[src/rtl/mabsg_pkg.sv]
package mabsg_pkg;

    // number of axes that have fields on the ports
    localparam int FIELD_AXES = 4;
    localparam int POS_W      = 32;
    localparam int TICK_W     = 8;
    localparam int SEG_W      = POS_W + TICK_W;
    localparam int CFG_IDX_W  = 2;
    localparam int CFG_DATA_W = 4;

    localparam logic [CFG_IDX_W-1:0] CFG_AXIS_ENABLE = 2'd0;
    localparam logic [CFG_IDX_W-1:0] CFG_STEP_INVERT = 2'd1;
    localparam logic [CFG_IDX_W-1:0] CFG_DIR_INVERT  = 2'd2;

    localparam logic REQ_TICK = 1'b0;
    localparam logic REQ_PUSH = 1'b1;

    typedef enum logic [1:0] {
        ST_TICK   = 2'd0,
        ST_QUEUED = 2'd1,
        ST_FULL   = 2'd2,
        ST_NOMOVE = 2'd3
    } push_status_t;

    typedef struct packed {
        logic rd_issue;
        logic capture;
        logic push_calc;
        logic push_write;
        logic tick_calc;
        logic tick_exec;
        logic load;
        logic exec;
    } lane_ctrl_t;

    typedef struct packed {
        logic [POS_W-1:0] distance;
        logic [POS_W-1:0] pos;
        logic             step;
        logic             dir;
    } lane_stat_t;

endpackage

[src/rtl/mabsg_cmd_if.sv]
interface mabsg_cmd_if;
    logic               valid;
    logic               ready;
    logic               req_type;
    logic signed [31:0] target_axis0;
    logic signed [31:0] target_axis1;
    logic signed [31:0] target_axis2;
    logic signed [31:0] target_axis3;

    modport source (
        output valid, req_type, target_axis0, target_axis1, target_axis2, target_axis3,
        input  ready
    );
    modport sink (
        input  valid, req_type, target_axis0, target_axis1, target_axis2, target_axis3,
        output ready
    );
endinterface

[src/rtl/mabsg_res_if.sv]
interface mabsg_res_if;
    logic               valid;
    logic               ready;
    logic [3:0]         step_levels;
    logic [3:0]         dir_levels;
    logic [1:0]         push_status;
    logic               segment_active;
    logic               segment_done;
    logic signed [31:0] pos_axis0;
    logic signed [31:0] pos_axis1;
    logic signed [31:0] pos_axis2;
    logic signed [31:0] pos_axis3;

    modport source (
        output valid, step_levels, dir_levels, push_status, segment_active, segment_done,
               pos_axis0, pos_axis1, pos_axis2, pos_axis3,
        input  ready
    );
    modport sink (
        input  valid, step_levels, dir_levels, push_status, segment_active, segment_done,
               pos_axis0, pos_axis1, pos_axis2, pos_axis3,
        output ready
    );
endinterface

[src/rtl/mabsg_cfg_if.sv]
interface mabsg_cfg_if;
    logic       valid;
    logic       ready;
    logic [1:0] index;
    logic [3:0] data;

    modport source (
        output valid, index, data,
        input  ready
    );
    modport sink (
        input  valid, index, data,
        output ready
    );
endinterface

[src/rtl/mabsg_ram.sv]
module mabsg_ram #(
    parameter int WIDTH = 32,
    parameter int DEPTH = 8
) (
    input  logic                     clk,
    input  logic                     we,
    input  logic [$clog2(DEPTH)-1:0] waddr,
    input  logic [WIDTH-1:0]         wdata,
    input  logic                     re,
    input  logic [$clog2(DEPTH)-1:0] raddr,
    output logic [WIDTH-1:0]         rdata
);

    logic [WIDTH-1:0] mem [DEPTH];
    logic [WIDTH-1:0] rdata_reg;

    always_ff @(posedge clk)
    begin
        if (we)
        begin
            mem[waddr] <= wdata;
        end
        if (re)
        begin
            rdata_reg <= mem[raddr];
        end
    end

    assign rdata = rdata_reg;

endmodule

[src/rtl/mabsg_lane.sv]
module mabsg_lane #(
    parameter int QUEUE_DEPTH = 8
) (
    input  logic                           clk,
    input  logic                           rst_n,
    input  mabsg_pkg::lane_ctrl_t          ctrl,
    input  logic                           enable,
    input  logic [mabsg_pkg::POS_W-1:0]    target,
    input  logic [mabsg_pkg::POS_W-1:0]    seed,
    input  logic [mabsg_pkg::POS_W-1:0]    event_count,
    input  logic [$clog2(QUEUE_DEPTH)-1:0] waddr,
    input  logic [$clog2(QUEUE_DEPTH)-1:0] raddr,
    output mabsg_pkg::lane_stat_t          stat
);

    localparam int W  = mabsg_pkg::POS_W;
    localparam int LW = W + 1;

    logic [W-1:0]  target_reg;
    logic [W-1:0]  pos_reg;
    logic [W-1:0]  acc_reg;
    logic [W:0]    sum_reg;
    logic          part_reg;
    logic          step_reg;
    logic          dir_reg;
    logic [W-1:0]  dist_reg;
    logic          dirp_reg;

    logic [LW-1:0] rd_data;
    logic [W-1:0]  rd_steps;
    logic          rd_dir;
    logic [W-1:0]  acc_base;
    logic          part;
    logic [W:0]    sum_next;
    logic [W+1:0]  diff;
    logic          step;
    logic [W:0]    d_ab;
    logic [W:0]    d_ba;
    logic [W-1:0]  mag;
    logic          dirp;

    mabsg_ram #(
        .WIDTH (LW),
        .DEPTH (QUEUE_DEPTH)
    ) u_steps_ram (
        .clk   (clk),
        .we    (ctrl.push_write),
        .waddr (waddr),
        .wdata ({dirp_reg, dist_reg}),
        .re    (ctrl.rd_issue),
        .raddr (raddr),
        .rdata (rd_data)
    );

    assign rd_steps = rd_data[W-1:0];
    assign rd_dir   = rd_data[W];

    // bresenham add, seeded with half the event count on segment load
    always_comb
    begin
        acc_base = ctrl.load ? seed : acc_reg;
        part     = ctrl.exec && enable && (rd_steps != '0);
        sum_next = part ? ({1'b0, acc_base} + {1'b0, rd_steps}) : {1'b0, acc_base};
    end

    // step when the sum exceeds the event count
    always_comb
    begin
        diff = {1'b0, sum_reg} - {2'b00, event_count};
        step = part_reg && !diff[W+1] && (diff[W:0] != '0);
    end

    // signed distance to target, 33 bits so it never overflows
    always_comb
    begin
        d_ab = {target_reg[W-1], target_reg} - {pos_reg[W-1], pos_reg};
        d_ba = {pos_reg[W-1], pos_reg} - {target_reg[W-1], target_reg};
        mag  = d_ab[W] ? d_ba[W-1:0] : d_ab[W-1:0];
        dirp = !d_ab[W] && (mag != '0);
    end

    always_ff @(posedge clk)
    begin
        if (ctrl.capture)
        begin
            target_reg <= target;
        end
        if (ctrl.tick_calc)
        begin
            sum_reg <= sum_next;
        end
        if (ctrl.push_calc)
        begin
            dist_reg <= enable ? mag : '0;
            dirp_reg <= enable && dirp;
        end
    end

    always_ff @(posedge clk or negedge rst_n)
    begin
        if (!rst_n)
        begin
            pos_reg  <= '0;
            acc_reg  <= '0;
            part_reg <= 1'b0;
            step_reg <= 1'b0;
            dir_reg  <= 1'b0;
        end
        else
        begin
            if (ctrl.tick_calc)
            begin
                part_reg <= part;
                if (ctrl.load)
                begin
                    dir_reg <= rd_dir;
                end
            end
            if (ctrl.tick_exec)
            begin
                step_reg <= ctrl.exec && step;
                if (ctrl.exec)
                begin
                    acc_reg <= step ? diff[W-1:0] : sum_reg[W-1:0];
                    if (step)
                    begin
                        pos_reg <= dir_reg ? pos_reg + 1'b1 : pos_reg - 1'b1;
                    end
                end
            end
        end
    end

    assign stat.distance = dist_reg;
    assign stat.pos      = pos_reg;
    assign stat.step     = step_reg;
    assign stat.dir      = dir_reg;

endmodule

[src/rtl/mabsg_merge.sv]
module mabsg_merge #(
    parameter int SEGMENT_TICK_CAP = 255
) (
    input  logic [mabsg_pkg::FIELD_AXES-1:0][mabsg_pkg::POS_W-1:0] distances,
    output logic [mabsg_pkg::POS_W-1:0]                            max_dist,
    output logic [mabsg_pkg::TICK_W-1:0]                           tick_count
);

    localparam int W = mabsg_pkg::POS_W;
    localparam logic [W-1:0] CAP = W'(SEGMENT_TICK_CAP);

    logic [W-1:0] max01;
    logic [W-1:0] max23;

    // two-level max tree over the lanes
    always_comb
    begin
        max01      = (distances[0] > distances[1]) ? distances[0] : distances[1];
        max23      = (distances[2] > distances[3]) ? distances[2] : distances[3];
        max_dist   = (max01 > max23) ? max01 : max23;
        tick_count = (max_dist < CAP) ? max_dist[mabsg_pkg::TICK_W-1:0]
                                      : CAP[mabsg_pkg::TICK_W-1:0];
    end

endmodule

[src/rtl/multi_axis_bresenham_step_generator_core.sv]
// channel | dir | handshake     | payload
// cmd     | in  | valid / ready | req_type, target_axis0..3
// res     | out | valid / ready | step/dir levels, push_status, segment flags, pos_axis0..3
// cfg     | in  | valid / ready | index, data (always ready)
//
// a request's result is registered after the states S_CALC (lane work: queue read or
// distance), S_MERGE or S_EXEC (merge or bresenham update) and S_DONE (result register).
// one request at a time, so a new one is taken only once the last one has left S_DONE.
// a new request is taken while the previous result still waits on res.ready and
// then holds in its last state until the result register frees.
// rst_n clears positions, queue pointers and segment state; queue ram is not cleared.
module multi_axis_bresenham_step_generator_core #(
    parameter int NUM_AXES         = 4,
    parameter int QUEUE_DEPTH      = 8,
    parameter int SEGMENT_TICK_CAP = 255
) (
    input  logic               clk,
    input  logic               rst_n,
    mabsg_cmd_if.sink          cmd,
    mabsg_res_if.source        res,
    mabsg_cfg_if.sink          cfg
);

    localparam int AXES_USED = (NUM_AXES < mabsg_pkg::FIELD_AXES) ? NUM_AXES
                                                                  : mabsg_pkg::FIELD_AXES;
    localparam int PTR_W = $clog2(QUEUE_DEPTH);
    localparam int W     = mabsg_pkg::POS_W;
    localparam int TW    = mabsg_pkg::TICK_W;
    localparam int NA    = mabsg_pkg::FIELD_AXES;

    typedef enum logic [4:0] {
        S_IDLE  = 5'b00001,
        S_CALC  = 5'b00010,
        S_MERGE = 5'b00100,
        S_EXEC  = 5'b01000,
        S_DONE  = 5'b10000
    } state_t;

    state_t                  state_reg;
    state_t                  state_next;

    logic [3:0]              axis_en_reg;
    logic [3:0]              step_inv_reg;
    logic [3:0]              dir_inv_reg;

    logic                    is_push_reg;
    logic [PTR_W-1:0]        head_reg;
    logic [PTR_W-1:0]        tail_reg;
    logic                    running_reg;
    logic [TW-1:0]           ticks_left_reg;
    logic [W-1:0]            ev_reg;
    logic                    exec_reg;
    logic                    done_reg;
    mabsg_pkg::push_status_t status_reg;

    logic                    res_valid_reg;
    logic [3:0]              res_step_reg;
    logic [3:0]              res_dir_reg;
    logic [1:0]              res_status_reg;
    logic                    res_active_reg;
    logic                    res_done_reg;
    logic [NA-1:0][W-1:0]    res_pos_reg;

    logic                    cmd_accept;
    logic                    res_free;
    mabsg_pkg::lane_ctrl_t   ctrl;
    logic [NA-1:0][W-1:0]    cmd_target;
    mabsg_pkg::lane_stat_t   lane_stat [AXES_USED];
    logic [NA-1:0][W-1:0]    dist_all;
    logic [NA-1:0][W-1:0]    pos_all;
    logic [NA-1:0]           step_all;
    logic [NA-1:0]           dir_all;
    logic [W-1:0]            max_dist;
    logic [TW-1:0]           tick_count;
    logic [mabsg_pkg::SEG_W-1:0] seg_rdata;
    logic [W-1:0]            seg_ev;
    logic [TW-1:0]           seg_ticks;
    logic                    queue_full;
    logic                    queue_empty;
    logic                    load;
    logic                    exec;
    logic [TW-1:0]           ticks_cur;
    logic [TW-1:0]           ticks_dec;
    logic                    push_write;

    function automatic logic [PTR_W-1:0] ring_next(input logic [PTR_W-1:0] p);
        ring_next = (p == PTR_W'(QUEUE_DEPTH - 1)) ? '0 : p + 1'b1;
    endfunction

    assign cmd.ready  = (state_reg == S_IDLE);
    assign cmd_accept = cmd.valid && cmd.ready;
    assign cfg.ready  = 1'b1;
    assign res_free   = !res_valid_reg || res.ready;

    assign cmd_target[0] = cmd.target_axis0;
    assign cmd_target[1] = cmd.target_axis1;
    assign cmd_target[2] = cmd.target_axis2;
    assign cmd_target[3] = cmd.target_axis3;

    // segment fields of the queue entry at the tail, valid in S_CALC
    assign seg_ev      = seg_rdata[mabsg_pkg::SEG_W-1:TW];
    assign seg_ticks   = seg_rdata[TW-1:0];
    assign queue_full  = (ring_next(head_reg) == tail_reg);
    assign queue_empty = (head_reg == tail_reg);

    always_comb
    begin
        load      = !running_reg && !queue_empty;
        exec      = running_reg || load;
        ticks_cur = load ? seg_ticks : ticks_left_reg;
        ticks_dec = (ticks_cur != '0) ? ticks_cur - 1'b1 : '0;
    end

    assign push_write = (state_reg == S_MERGE) && (max_dist != '0) && !queue_full;

    always_comb
    begin
        ctrl.rd_issue   = cmd_accept;
        ctrl.capture    = cmd_accept;
        ctrl.push_calc  = (state_reg == S_CALC) && is_push_reg;
        ctrl.push_write = push_write;
        ctrl.tick_calc  = (state_reg == S_CALC) && !is_push_reg;
        ctrl.tick_exec  = (state_reg == S_EXEC);
        ctrl.load       = load;
        ctrl.exec       = (state_reg == S_CALC) ? exec : exec_reg;
    end

    mabsg_ram #(
        .WIDTH (mabsg_pkg::SEG_W),
        .DEPTH (QUEUE_DEPTH)
    ) u_seg_ram (
        .clk   (clk),
        .we    (push_write),
        .waddr (head_reg),
        .wdata ({max_dist, tick_count}),
        .re    (cmd_accept),
        .raddr (tail_reg),
        .rdata (seg_rdata)
    );

    genvar gi;
    generate
        for (gi = 0; gi < NA; gi++)
        begin : g_axis
            if (gi < AXES_USED)
            begin : g_lane
                mabsg_lane #(
                    .QUEUE_DEPTH (QUEUE_DEPTH)
                ) u_lane (
                    .clk         (clk),
                    .rst_n       (rst_n),
                    .ctrl        (ctrl),
                    .enable      (axis_en_reg[gi]),
                    .target      (cmd_target[gi]),
                    .seed        ({1'b0, seg_ev[W-1:1]}),
                    .event_count (ev_reg),
                    .waddr       (head_reg),
                    .raddr       (tail_reg),
                    .stat        (lane_stat[gi])
                );
                assign dist_all[gi] = lane_stat[gi].distance;
                assign pos_all[gi]  = lane_stat[gi].pos;
                assign step_all[gi] = lane_stat[gi].step;
                assign dir_all[gi]  = lane_stat[gi].dir;
            end
            else
            begin : g_unused
                assign dist_all[gi] = '0;
                assign pos_all[gi]  = '0;
                assign step_all[gi] = 1'b0;
                assign dir_all[gi]  = 1'b0;
            end
        end
    endgenerate

    mabsg_merge #(
        .SEGMENT_TICK_CAP (SEGMENT_TICK_CAP)
    ) u_merge (
        .distances  (dist_all),
        .max_dist   (max_dist),
        .tick_count (tick_count)
    );

    always_comb
    begin
        state_next = state_reg;
        case (state_reg)
            S_IDLE:
            begin
                if (cmd_accept)
                begin
                    state_next = S_CALC;
                end
            end
            S_CALC:
            begin
                state_next = is_push_reg ? S_MERGE : S_EXEC;
            end
            S_MERGE:
            begin
                state_next = S_DONE;
            end
            S_EXEC:
            begin
                state_next = S_DONE;
            end
            S_DONE:
            begin
                if (res_free)
                begin
                    state_next = S_IDLE;
                end
            end
            default:
            begin
                state_next = S_IDLE;
            end
        endcase
    end

    always_ff @(posedge clk or negedge rst_n)
    begin
        if (!rst_n)
        begin
            state_reg      <= S_IDLE;
            axis_en_reg    <= '0;
            step_inv_reg   <= '0;
            dir_inv_reg    <= '0;
            is_push_reg    <= 1'b0;
            head_reg       <= '0;
            tail_reg       <= '0;
            running_reg    <= 1'b0;
            ticks_left_reg <= '0;
            ev_reg         <= '0;
            exec_reg       <= 1'b0;
            done_reg       <= 1'b0;
            status_reg     <= mabsg_pkg::ST_TICK;
            res_valid_reg  <= 1'b0;
        end
        else
        begin
            state_reg <= state_next;

            if (cfg.valid && cfg.ready)
            begin
                case (cfg.index)
                    mabsg_pkg::CFG_AXIS_ENABLE: axis_en_reg  <= cfg.data;
                    mabsg_pkg::CFG_STEP_INVERT: step_inv_reg <= cfg.data;
                    mabsg_pkg::CFG_DIR_INVERT:  dir_inv_reg  <= cfg.data;
                    default:                    ;
                endcase
            end

            if (cmd_accept)
            begin
                is_push_reg <= (cmd.req_type == mabsg_pkg::REQ_PUSH);
            end

            // tick: load segment if idle, count down, retire on last tick
            if (ctrl.tick_calc)
            begin
                exec_reg <= exec;
                done_reg <= exec && (ticks_dec == '0);
                if (load)
                begin
                    ev_reg <= seg_ev;
                end
                if (exec)
                begin
                    ticks_left_reg <= ticks_dec;
                    if (ticks_dec == '0)
                    begin
                        tail_reg    <= ring_next(tail_reg);
                        running_reg <= 1'b0;
                    end
                    else
                    begin
                        running_reg <= 1'b1;
                    end
                end
            end

            if (state_reg == S_MERGE)
            begin
                if (max_dist == '0)
                begin
                    status_reg <= mabsg_pkg::ST_NOMOVE;
                end
                else if (queue_full)
                begin
                    status_reg <= mabsg_pkg::ST_FULL;
                end
                else
                begin
                    status_reg <= mabsg_pkg::ST_QUEUED;
                    head_reg   <= ring_next(head_reg);
                end
            end

            if ((state_reg == S_DONE) && res_free)
            begin
                res_valid_reg <= 1'b1;
            end
            else if (res.ready)
            begin
                res_valid_reg <= 1'b0;
            end
        end
    end

    always_ff @(posedge clk)
    begin
        if ((state_reg == S_DONE) && res_free)
        begin
            res_step_reg   <= (is_push_reg ? 4'b0000 : step_all) ^ step_inv_reg;
            res_dir_reg    <= dir_all ^ dir_inv_reg;
            res_status_reg <= is_push_reg ? status_reg : mabsg_pkg::ST_TICK;
            res_active_reg <= is_push_reg ? running_reg : exec_reg;
            res_done_reg   <= !is_push_reg && done_reg;
            res_pos_reg    <= pos_all;
        end
    end

    assign res.valid          = res_valid_reg;
    assign res.step_levels    = res_step_reg;
    assign res.dir_levels     = res_dir_reg;
    assign res.push_status    = res_status_reg;
    assign res.segment_active = res_active_reg;
    assign res.segment_done   = res_done_reg;
    assign res.pos_axis0      = res_pos_reg[0];
    assign res.pos_axis1      = res_pos_reg[1];
    assign res.pos_axis2      = res_pos_reg[2];
    assign res.pos_axis3      = res_pos_reg[3];

endmodule

[src/flat_wrapper.sv]
// flat-port wrapper written by rule: the top's interface ports become plain ports
module multi_axis_bresenham_step_generator_core_flat 
#(
    parameter int NUM_AXES         = 4,
    parameter int QUEUE_DEPTH      = 8,
    parameter int SEGMENT_TICK_CAP = 255
)
  (clk, rst_n, cmd_valid, cmd_req_type, cmd_target_axis0, cmd_target_axis1, cmd_target_axis2, cmd_target_axis3, cmd_ready, res_valid, res_step_levels, res_dir_levels, res_push_status, res_segment_active, res_segment_done, res_pos_axis0, res_pos_axis1, res_pos_axis2, res_pos_axis3, res_ready, cfg_valid, cfg_index, cfg_data, cfg_ready);
  mabsg_cmd_if cmd_i ();
  mabsg_res_if res_i ();
  mabsg_cfg_if cfg_i ();
  input  logic clk;
  input  logic rst_n;
  input wire logic [$bits(cmd_i.valid)-1:0] cmd_valid;
  input wire logic [$bits(cmd_i.req_type)-1:0] cmd_req_type;
  input wire logic [$bits(cmd_i.target_axis0)-1:0] cmd_target_axis0;
  input wire logic [$bits(cmd_i.target_axis1)-1:0] cmd_target_axis1;
  input wire logic [$bits(cmd_i.target_axis2)-1:0] cmd_target_axis2;
  input wire logic [$bits(cmd_i.target_axis3)-1:0] cmd_target_axis3;
  output wire logic [$bits(cmd_i.ready)-1:0] cmd_ready;
  output wire logic [$bits(res_i.valid)-1:0] res_valid;
  output wire logic [$bits(res_i.step_levels)-1:0] res_step_levels;
  output wire logic [$bits(res_i.dir_levels)-1:0] res_dir_levels;
  output wire logic [$bits(res_i.push_status)-1:0] res_push_status;
  output wire logic [$bits(res_i.segment_active)-1:0] res_segment_active;
  output wire logic [$bits(res_i.segment_done)-1:0] res_segment_done;
  output wire logic [$bits(res_i.pos_axis0)-1:0] res_pos_axis0;
  output wire logic [$bits(res_i.pos_axis1)-1:0] res_pos_axis1;
  output wire logic [$bits(res_i.pos_axis2)-1:0] res_pos_axis2;
  output wire logic [$bits(res_i.pos_axis3)-1:0] res_pos_axis3;
  input wire logic [$bits(res_i.ready)-1:0] res_ready;
  input wire logic [$bits(cfg_i.valid)-1:0] cfg_valid;
  input wire logic [$bits(cfg_i.index)-1:0] cfg_index;
  input wire logic [$bits(cfg_i.data)-1:0] cfg_data;
  output wire logic [$bits(cfg_i.ready)-1:0] cfg_ready;
  assign cmd_i.valid = cmd_valid;
  assign cmd_i.req_type = cmd_req_type;
  assign cmd_i.target_axis0 = cmd_target_axis0;
  assign cmd_i.target_axis1 = cmd_target_axis1;
  assign cmd_i.target_axis2 = cmd_target_axis2;
  assign cmd_i.target_axis3 = cmd_target_axis3;
  assign cmd_ready = cmd_i.ready;
  assign res_valid = res_i.valid;
  assign res_step_levels = res_i.step_levels;
  assign res_dir_levels = res_i.dir_levels;
  assign res_push_status = res_i.push_status;
  assign res_segment_active = res_i.segment_active;
  assign res_segment_done = res_i.segment_done;
  assign res_pos_axis0 = res_i.pos_axis0;
  assign res_pos_axis1 = res_i.pos_axis1;
  assign res_pos_axis2 = res_i.pos_axis2;
  assign res_pos_axis3 = res_i.pos_axis3;
  assign res_i.ready = res_ready;
  assign cfg_i.valid = cfg_valid;
  assign cfg_i.index = cfg_index;
  assign cfg_i.data = cfg_data;
  assign cfg_ready = cfg_i.ready;
  multi_axis_bresenham_step_generator_core #(.NUM_AXES(NUM_AXES), .QUEUE_DEPTH(QUEUE_DEPTH), .SEGMENT_TICK_CAP(SEGMENT_TICK_CAP)) u_core (.clk(clk), .rst_n(rst_n), .cmd(cmd_i), .res(res_i), .cfg(cfg_i));
endmodule
[config.mk]
export PLATFORM = sky130hd
export DESIGN_NAME = multi_axis_bresenham_step_generator_core_flat
export DESIGN_NICKNAME = d
export VERILOG_FILES = /design/src/rtl/mabsg_pkg.sv /design/src/rtl/mabsg_cmd_if.sv /design/src/rtl/mabsg_res_if.sv /design/src/rtl/mabsg_cfg_if.sv /design/src/rtl/mabsg_ram.sv /design/src/rtl/mabsg_lane.sv /design/src/rtl/mabsg_merge.sv /design/src/rtl/multi_axis_bresenham_step_generator_core.sv /design/src/flat_wrapper.sv
export SDC_FILE = /design/constraint.sdc
export NUM_CORES = 2
export LEC_CHECK = 0
export BUFFER_PORTS_ARGS = -buffer_cell sky130_fd_sc_hd__buf_2
export CAP_MARGIN = 20
export CORE_UTILIZATION = 45
export CTS_BUF_LIST = sky130_fd_sc_hd__clkbuf_4 sky130_fd_sc_hd__clkbuf_8
export CTS_CLUSTER_DIAMETER = 30
export DETAILED_ROUTE_END_ITERATION = 6
export GPL_ROUTABILITY_DRIVEN = 0
export GPL_TIMING_DRIVEN = 0
export PLACE_DENSITY = 0.62
export RECOVER_POWER = 100
export SLEW_MARGIN = 5
export SYNTH_ARGS = -nofsm -noshare
export SYNTH_HDL_FRONTEND = slang
export SYNTH_SLANG_ARGS = --single-unit
[constraint.sdc]
create_clock -name clk -period 76.2 [get_ports clk]
set_input_delay 3.81 -clock clk [delete_from_list [all_inputs] [get_ports clk]]
set_output_delay 3.81 -clock clk [all_outputs]
set_load 0.05 [all_outputs]
Word level (Yosys, flattened, before mapping) --
Memories as Yosys holds them, arrays and structs flattened. A register that Yosys moved wholly into a read port is not among the register bits. Cells that the tools add are included.
Operators by class: add/subtract/negate cells 27, order comparisons 4, equal/unequal tests 13, multiplexer cells 42, bitwise operators 4, reductions and logical operators 84
Operator list (number):
- $mux 32 | 23
- $reduce_bool 32->1 | 9
- $sub 33x32->34 | 4
- $add 32x32->33 | 4
- $reduce_bool 33->1 | 4
- $sub 32x32->33 | 4
- $add 32x1->32 const B | 4
- $sub 32x1->32 const B | 4
- $sub 32x32->32 | 4
- $gt 32x32->1 | 3
- $logic_and 1x1->1 | 37
- $logic_not 32->1 | 1
- $lt 32x8->1 const B | 1
- $mux 8 | 3
- $pmux 5 s4 | 1
- $reduce_and 3->1 | 6
- $reduce_and 2->1 | 7
- $logic_not 1->1 | 13
- $mux 5 | 2
- $logic_not 8->1 | 1
- $mux 4 | 2
- $reduce_bool 8->1 | 1
- $sub 8x1->8 const B | 1
- $xor 4x4->4 | 2
- other kinds (20) | 33
Word-level totals: register bits 870, memory bits (writable) 1376, bits of input ports 140, output and inout port bits 143, logic and storage cells 242, memories kept 5
Memory list:
- u_core.u_seg_ram.mem | depth 8, bits a word 40, read ports 1, clocked after memory_dff 1, write ports 1, RTL line mabsg_ram.sv:14 | logic [WIDTH-1:0] mem [DEPTH];
- u_core.g_axis[0].g_lane.u_lane.u_steps_ram.mem | depth 8, bits a word 33, read ports 1, clocked after memory_dff 1, write ports 1, RTL line mabsg_ram.sv:14
- u_core.g_axis[1].g_lane.u_lane.u_steps_ram.mem | depth 8, bits a word 33, read ports 1, clocked after memory_dff 1, write ports 1, RTL line mabsg_ram.sv:14
- u_core.g_axis[2].g_lane.u_lane.u_steps_ram.mem | depth 8, bits a word 33, read ports 1, clocked after memory_dff 1, write ports 1, RTL line mabsg_ram.sv:14
- u_core.g_axis[3].g_lane.u_lane.u_steps_ram.mem | depth 8, bits a word 33, read ports 1, clocked after memory_dff 1, write ports 1, RTL line mabsg_ram.sv:14

Depth between registers and ports, before layout --
depth after elaboration 9, depth in mapped cells 31, gate-level depth less buffers 25

Modules after synthesis --
A second synthesis with hierarchy kept.
Unflattened totals: cells, all modules 10585, area, all modules 132220.6 um2
By module, submodules not included:
- mabsg_ram at u_core.g_axis[0].g_lane.u_lane.u_steps_ram ... | instances 4, cells each 427, area each 10970.5 um2, sequential area each 8918.6 um2
- mabsg_lane at u_core.g_axis[2].g_lane.u_lane ... | instances 2, cells each 1884, area each 15962.8 um2, sequential area each 4619.4 um2
- mabsg_lane at u_core.g_axis[0].g_lane.u_lane ... | instances 2, cells each 1821, area each 15651.3 um2, sequential area each 4619.4 um2
- mabsg_ram at u_core.u_seg_ram | instances 1, cells each 515, area each 13571.8 um2, sequential area each 10810.4 um2
- multi_axis_bresenham_step_generator_core | instances 1, cells each 454, area each 7778.7 um2, sequential area each 5957.0 um2
- mabsg_merge | instances 1, cells each 498, area each 3759.9 um2, sequential area each 0.0 um2

Least setup slack after synthesis --
No wires, ideal clock.
path type reg-to-reg, start point register u_core.g_axis[2].g_lane.u_lane.dist_reg[15], end point memory u_core.g_axis[0].g_lane.u_lane.u_steps_ram.mem[4][0] in the netlist's numbering (enable), setup time 1.187 ns, arrival 23.224 ns, data required time 75.013 ns, path slack 51.789 ns, cell stages (with the launch flop) 31, path buffers 7, clock period less this slack 24.411 ns, cells stage by stage edfxtp_1 -> ha_1 -> and4_1 -> nand4_1 -> nor3_1 -> o21ai_0 -> o211ai_1 -> a31oi_1 -> nor2_1 -> clkbuf_1 -> clkbuf_1 -> buf_1 -> clkbuf_1 -> a21oi_1 -> ha_1 -> a21o_1 -> a21o_1 -> a21o_1 -> a21oi_1 -> o211ai_1 -> a21o_1 -> and2_1 -> clkbuf_1 -> clkbuf_1 -> o211ai_1 -> a22oi_1 -> o211ai_1 -> or4_1 -> nand3_1 -> buf_2 -> nor4b_1
On the way: cells in the longest elaborated chain, start to end 9
Ends and longest elaborated chain:
- from (decl) | RTL line mabsg_lane.sv:26 | logic [W-1:0] dist_reg;
- from (signal assigned) | RTL line mabsg_lane.sv:94 | dist_reg <= enable ? mag : '0;
- $gt 32x32->1 | RTL line mabsg_merge.sv:19 | max23 = (distances[2] > distances[3]) ? distances[2] : distances[3];
- $mux 32 (*) | RTL line mabsg_merge.sv:19
- $gt 32x32->1 | RTL line mabsg_merge.sv:20 | max_dist = (max01 > max23) ? max01 : max23;
- $mux 32 (*) | RTL line mabsg_merge.sv:20
- $reduce_bool 32->1 (*) | RTL line multi_axis_bresenham_step_generator_core.sv:114 | assign push_write = (state_reg == S_MERGE) && (max_dist != '0) && !queue_full;
- $logic_and 1x1->1 (*) (2 in series) | RTL line multi_axis_bresenham_step_generator_core.sv:114
- $mux 1 (*) | RTL line mabsg_ram.sv:19 | if (we)
- $mux 1 (not written as such) (*) | RTL line mabsg_ram.sv:21 | mem[waddr] <= wdata;
- to (decl) | RTL line mabsg_ram.sv:14
Mark *: on every way between the ends. The rest lies on a longest branch, timed or not.

==> impl_metrics.json <==
{
  "ys_seq_area_share_pct": 55.6,
  "grt.total_usage_pct": 26.6,
  "r2r-start": "u_core.g_axis[2].g_lane.u_lane.dist_reg[14]",
  "p_per_area_nw_per_um2": 32.5,
  "cts_resized": 0,
  "rsz0062_at_grt": "no",
  "drv_slew": 1118,
  "regMostFlops": "u_core.g_axis.g_lane.u_lane.u_steps_ram.mem",
  "setup_viol": 0,
  "fin_nets": 12100,
  "coreArea_um2": 282000,
  "hold_violations": 0,
  "wl_per_cell_um": 25.3,
  "numCtsBuffers": 473,
  "max_slew_margin_pct": -294,
  "cts.sinks": 2418,
  "synth_area_leaders": "edfxtp_1 (49%), ha_1 (7.2%), dfrtp_1 (6.6%)",
  "portBuffers": 281,
  "synth_cells": 10200,
  "via_per_inst": 5.96,
  "required_ns": 75.87,
  "ys_warn_count": 0,
  "cts_hold_buf": 0,
  "clock_path_buffers": 4,
  "fin_skew_ns": 0.0584,
  "synth.cell_area_um2": 128000,
  "chipWidth_um": 534,
  "post-route-period-util_pct": 21.0,
  "ff2ff_setup_slack_ns": 60.96,
  "first_pass_iters": 6,
  "power_leakage_nw": 54.8,
  "stdcell_count": 15300,
  "drtIter0Drc": 10300,
  "netlist.area_leader.share_pct": 49.0,
  "reg_top3": "u_core.g_axis.g_lane.u_lane.u_steps_ram.mem: 1056 flops, u_core.u_seg_ram.mem: 320 flops",
  "grt_max_degree": 101,
  "routed_wl_um": 388000,
  "syn_to_final_growth_pct": 14.0,
  "num_rows": 195,
  "clock_latency_ns": 1.06,
  "pin_count": 283,
  "rr_worst_depth": 38,
  "largest_reg_flops": 1056,
  "cp_data_arrival_time_ns": 15.65,
  "synth_top_area_cell": "edfxtp_1",
  "grt_pass1_wl_um": 569000,
  "path_clk_slew_ns": 0.06,
  "setup.worst_path.end_class": "asynchronous set/reset pin",
  "antenna_found_initial": 30,
  "cts_setup_buffers": 0,
  "min_path_cells": 0,
  "fill_cells": 24500,
  "dpl_cell_area_um2": 136000,
  "grt_remaining_overflow": 0,
  "remaining_drc_errors": 0,
  "syn_nets": 11100,
  "hold_ws_ns": 0.458,
  "synth_seq_cells": 2418,
  "violations": "capacitance limit, slew limit",
  "clockRootBuffer": "clkbuf_8",
  "synth_flop_cell": "edfxtp_1",
  "ant_nets": 0,
  "fin_area_um2": 145000,
  "synth_edf_count": 2080,
  "async_reset_ff_share_pct": 14.0,
  "peakVddDrop_uv": 33.0,
  "hpwlAfterDp_um": 290000,
  "hold_path_class": "reg -> reg",
  "fmax_mhz": 62.6,
  "cts_tree": "built",
  "vias": 91600,
  "grt_pass1_vias": 89700,
  "synth_cell_types": 99,
  "drive_gt1_share_pct": 14.3,
  "cap_violations": 26,
  "worst-path-max-fanout": 100,
  "dpl.cell_count": 14500,
  "hold_start": "u_core.g_axis[3].g_lane.u_lane.pos_reg[31]",
  "crit_type": "in -> async",
  "period_minus_slack_ns": 15.98,
  "initial_core_util_pct": 45.2,
  "synth_area_per_cell_um2": 12.5,
  "cts_htree_levels": 5,
  "dieArea_um2": 286000,
  "min_to": "u_core.res.pos_axis3[31]",
  "worstSetupStartpointType": "input pin",
  "utilization_pct": 51.5,
  "die_y_um": 534,
  "finalSetupTns_ns": 0,
  "worst_pin_slew_ns": 5.91,
  "status": "finished, violations left"
}
[worst max-delay path, stage by stage]
cell	delay [ns]
clkbuf_1	2.80
clkbuf_1	4.24
clkbuf_1	4.41
[placed cells by master (no fill, tap or decap), drive strengths merged, types with 26 or more instances in the layout]
cell type,instances
inv,567
a211o,27
o21ai,512
mux4,344
nand4,99
clkinvlp,56
a211oi,72
a21o,322
bufinv,59
o21bai,71
mux2,349
nand2b,90
edfxtp,2080
and2,103
or2,40
o31ai,43
mux2i,155
nor4,89
clkbuf,1345
or4,27
nand2,853
ha,729
xor2,139
and3,65
a21oi,696
o31a,28
nor3,161
buf,208
o211ai,61
nor2b,68
nand3,161
nand3b,26
a31oi,66
clkinv,140
nor2,558
or3,57
o21a,151
dfrtp,337
xnor2,272
[worst max path at each step]
stage	endpoint	slack (ns)	start
2_1_floorplan	flip-flop	51.79	u_core.g_axis[2].g_lane.u_lane.dist_reg[15]
3_3_place_gp	flip-flop	29.90	u_core.g_axis[2].g_lane.u_lane.dist_reg[15]
3_5_place_dp	flip-flop	64.36	u_core.g_axis[2].g_lane.u_lane.dist_reg[14]
4_1_cts	flip-flop	64.29	u_core.g_axis[2].g_lane.u_lane.dist_reg[13]
5_1_grt	u_core.g_axis[1].g_lane.u_lane.pos_reg[30]	58.03	rst_n
6_report	u_core.g_axis[1].g_lane.u_lane.pos_reg[27]	60.22	rst_n
[Yosys cell counts, types with 39 or more instances]
cell type / number
nor4_1: 89
and2_1: 99
or3_1: 57
a211oi_1: 69
mux2_2: 348
xnor2_1: 272
a21oi_1: 694
o211ai_1: 61
nand2b_1: 90
o21ai_0: 504
nor2b_1: 68
nand4_1: 99
o21bai_1: 71
mux2i_1: 155
inv_1: 549
nand3_1: 161
a21o_1: 322
buf_1: 60
or2_2: 39
o21a_1: 151
dfrtp_1: 337
a31oi_1: 66
edfxtp_1: 2080
nor2_1: 557
mux4_2: 344
nand2_1: 853
o31ai_1: 42
clkbuf_1: 289
ha_1: 729
xor2_1: 139
nor3_1: 161
and3_1: 65
[area by class of cell]
cell class	instances	area, um2	area share [%]
sequential	2418	70900	48.8
multi-input combinational	6806	53000	36.4
clock buffer	594	7570	5.21
tap	3743	4680	3.22
clock inverter	271	3070	2.11
timing repair buffer	563	2530	1.74
inverter	551	2070	1.42
buffer	396	1520	1.05
antenna	7	17.5	0.0121
[power breakdown]
part	switching [mW]	total [mW]	leakage (nW)	internal, mW
clock	0.589	1.45	5.38	0.860
combinational	0.985	1.58	25.9	0.593
sequential	0.102	1.70	23.5	1.60
[per-stage QoR]
stage / setup WS, ns / power [mW]
after CTS: 64.29 / 4.72
after global routing: 58.03 / 4.94
after global placement: 29.90 / 3.25
after detailed placement: 64.36 / 3.26
final: 60.22 / 4.73
after floorplan: 51.79 / 2.78
[cell families after synthesis]
family,synth area share (%)
simple gates,9.17
flops,55.6
compound gates,11.7
buf+inv,2.86
mux,10.4
fa+ha+maj,7.47
xor+xnor,2.82
other cells,0.00294
[layer usage]
metal | vias to the layer above | global-route usage [%] | share of wire, %
met5 | - | 0 | 0.035
met4 | 22 | 12.2 | 4.8
met3 | 898 | 5.49 | 9.6
met2 | 4352 | 40.7 | 44
met1 | 45500 | 36.4 | 42
li1 | 40700 | - | -
Power figures use the tool's default switching activity.
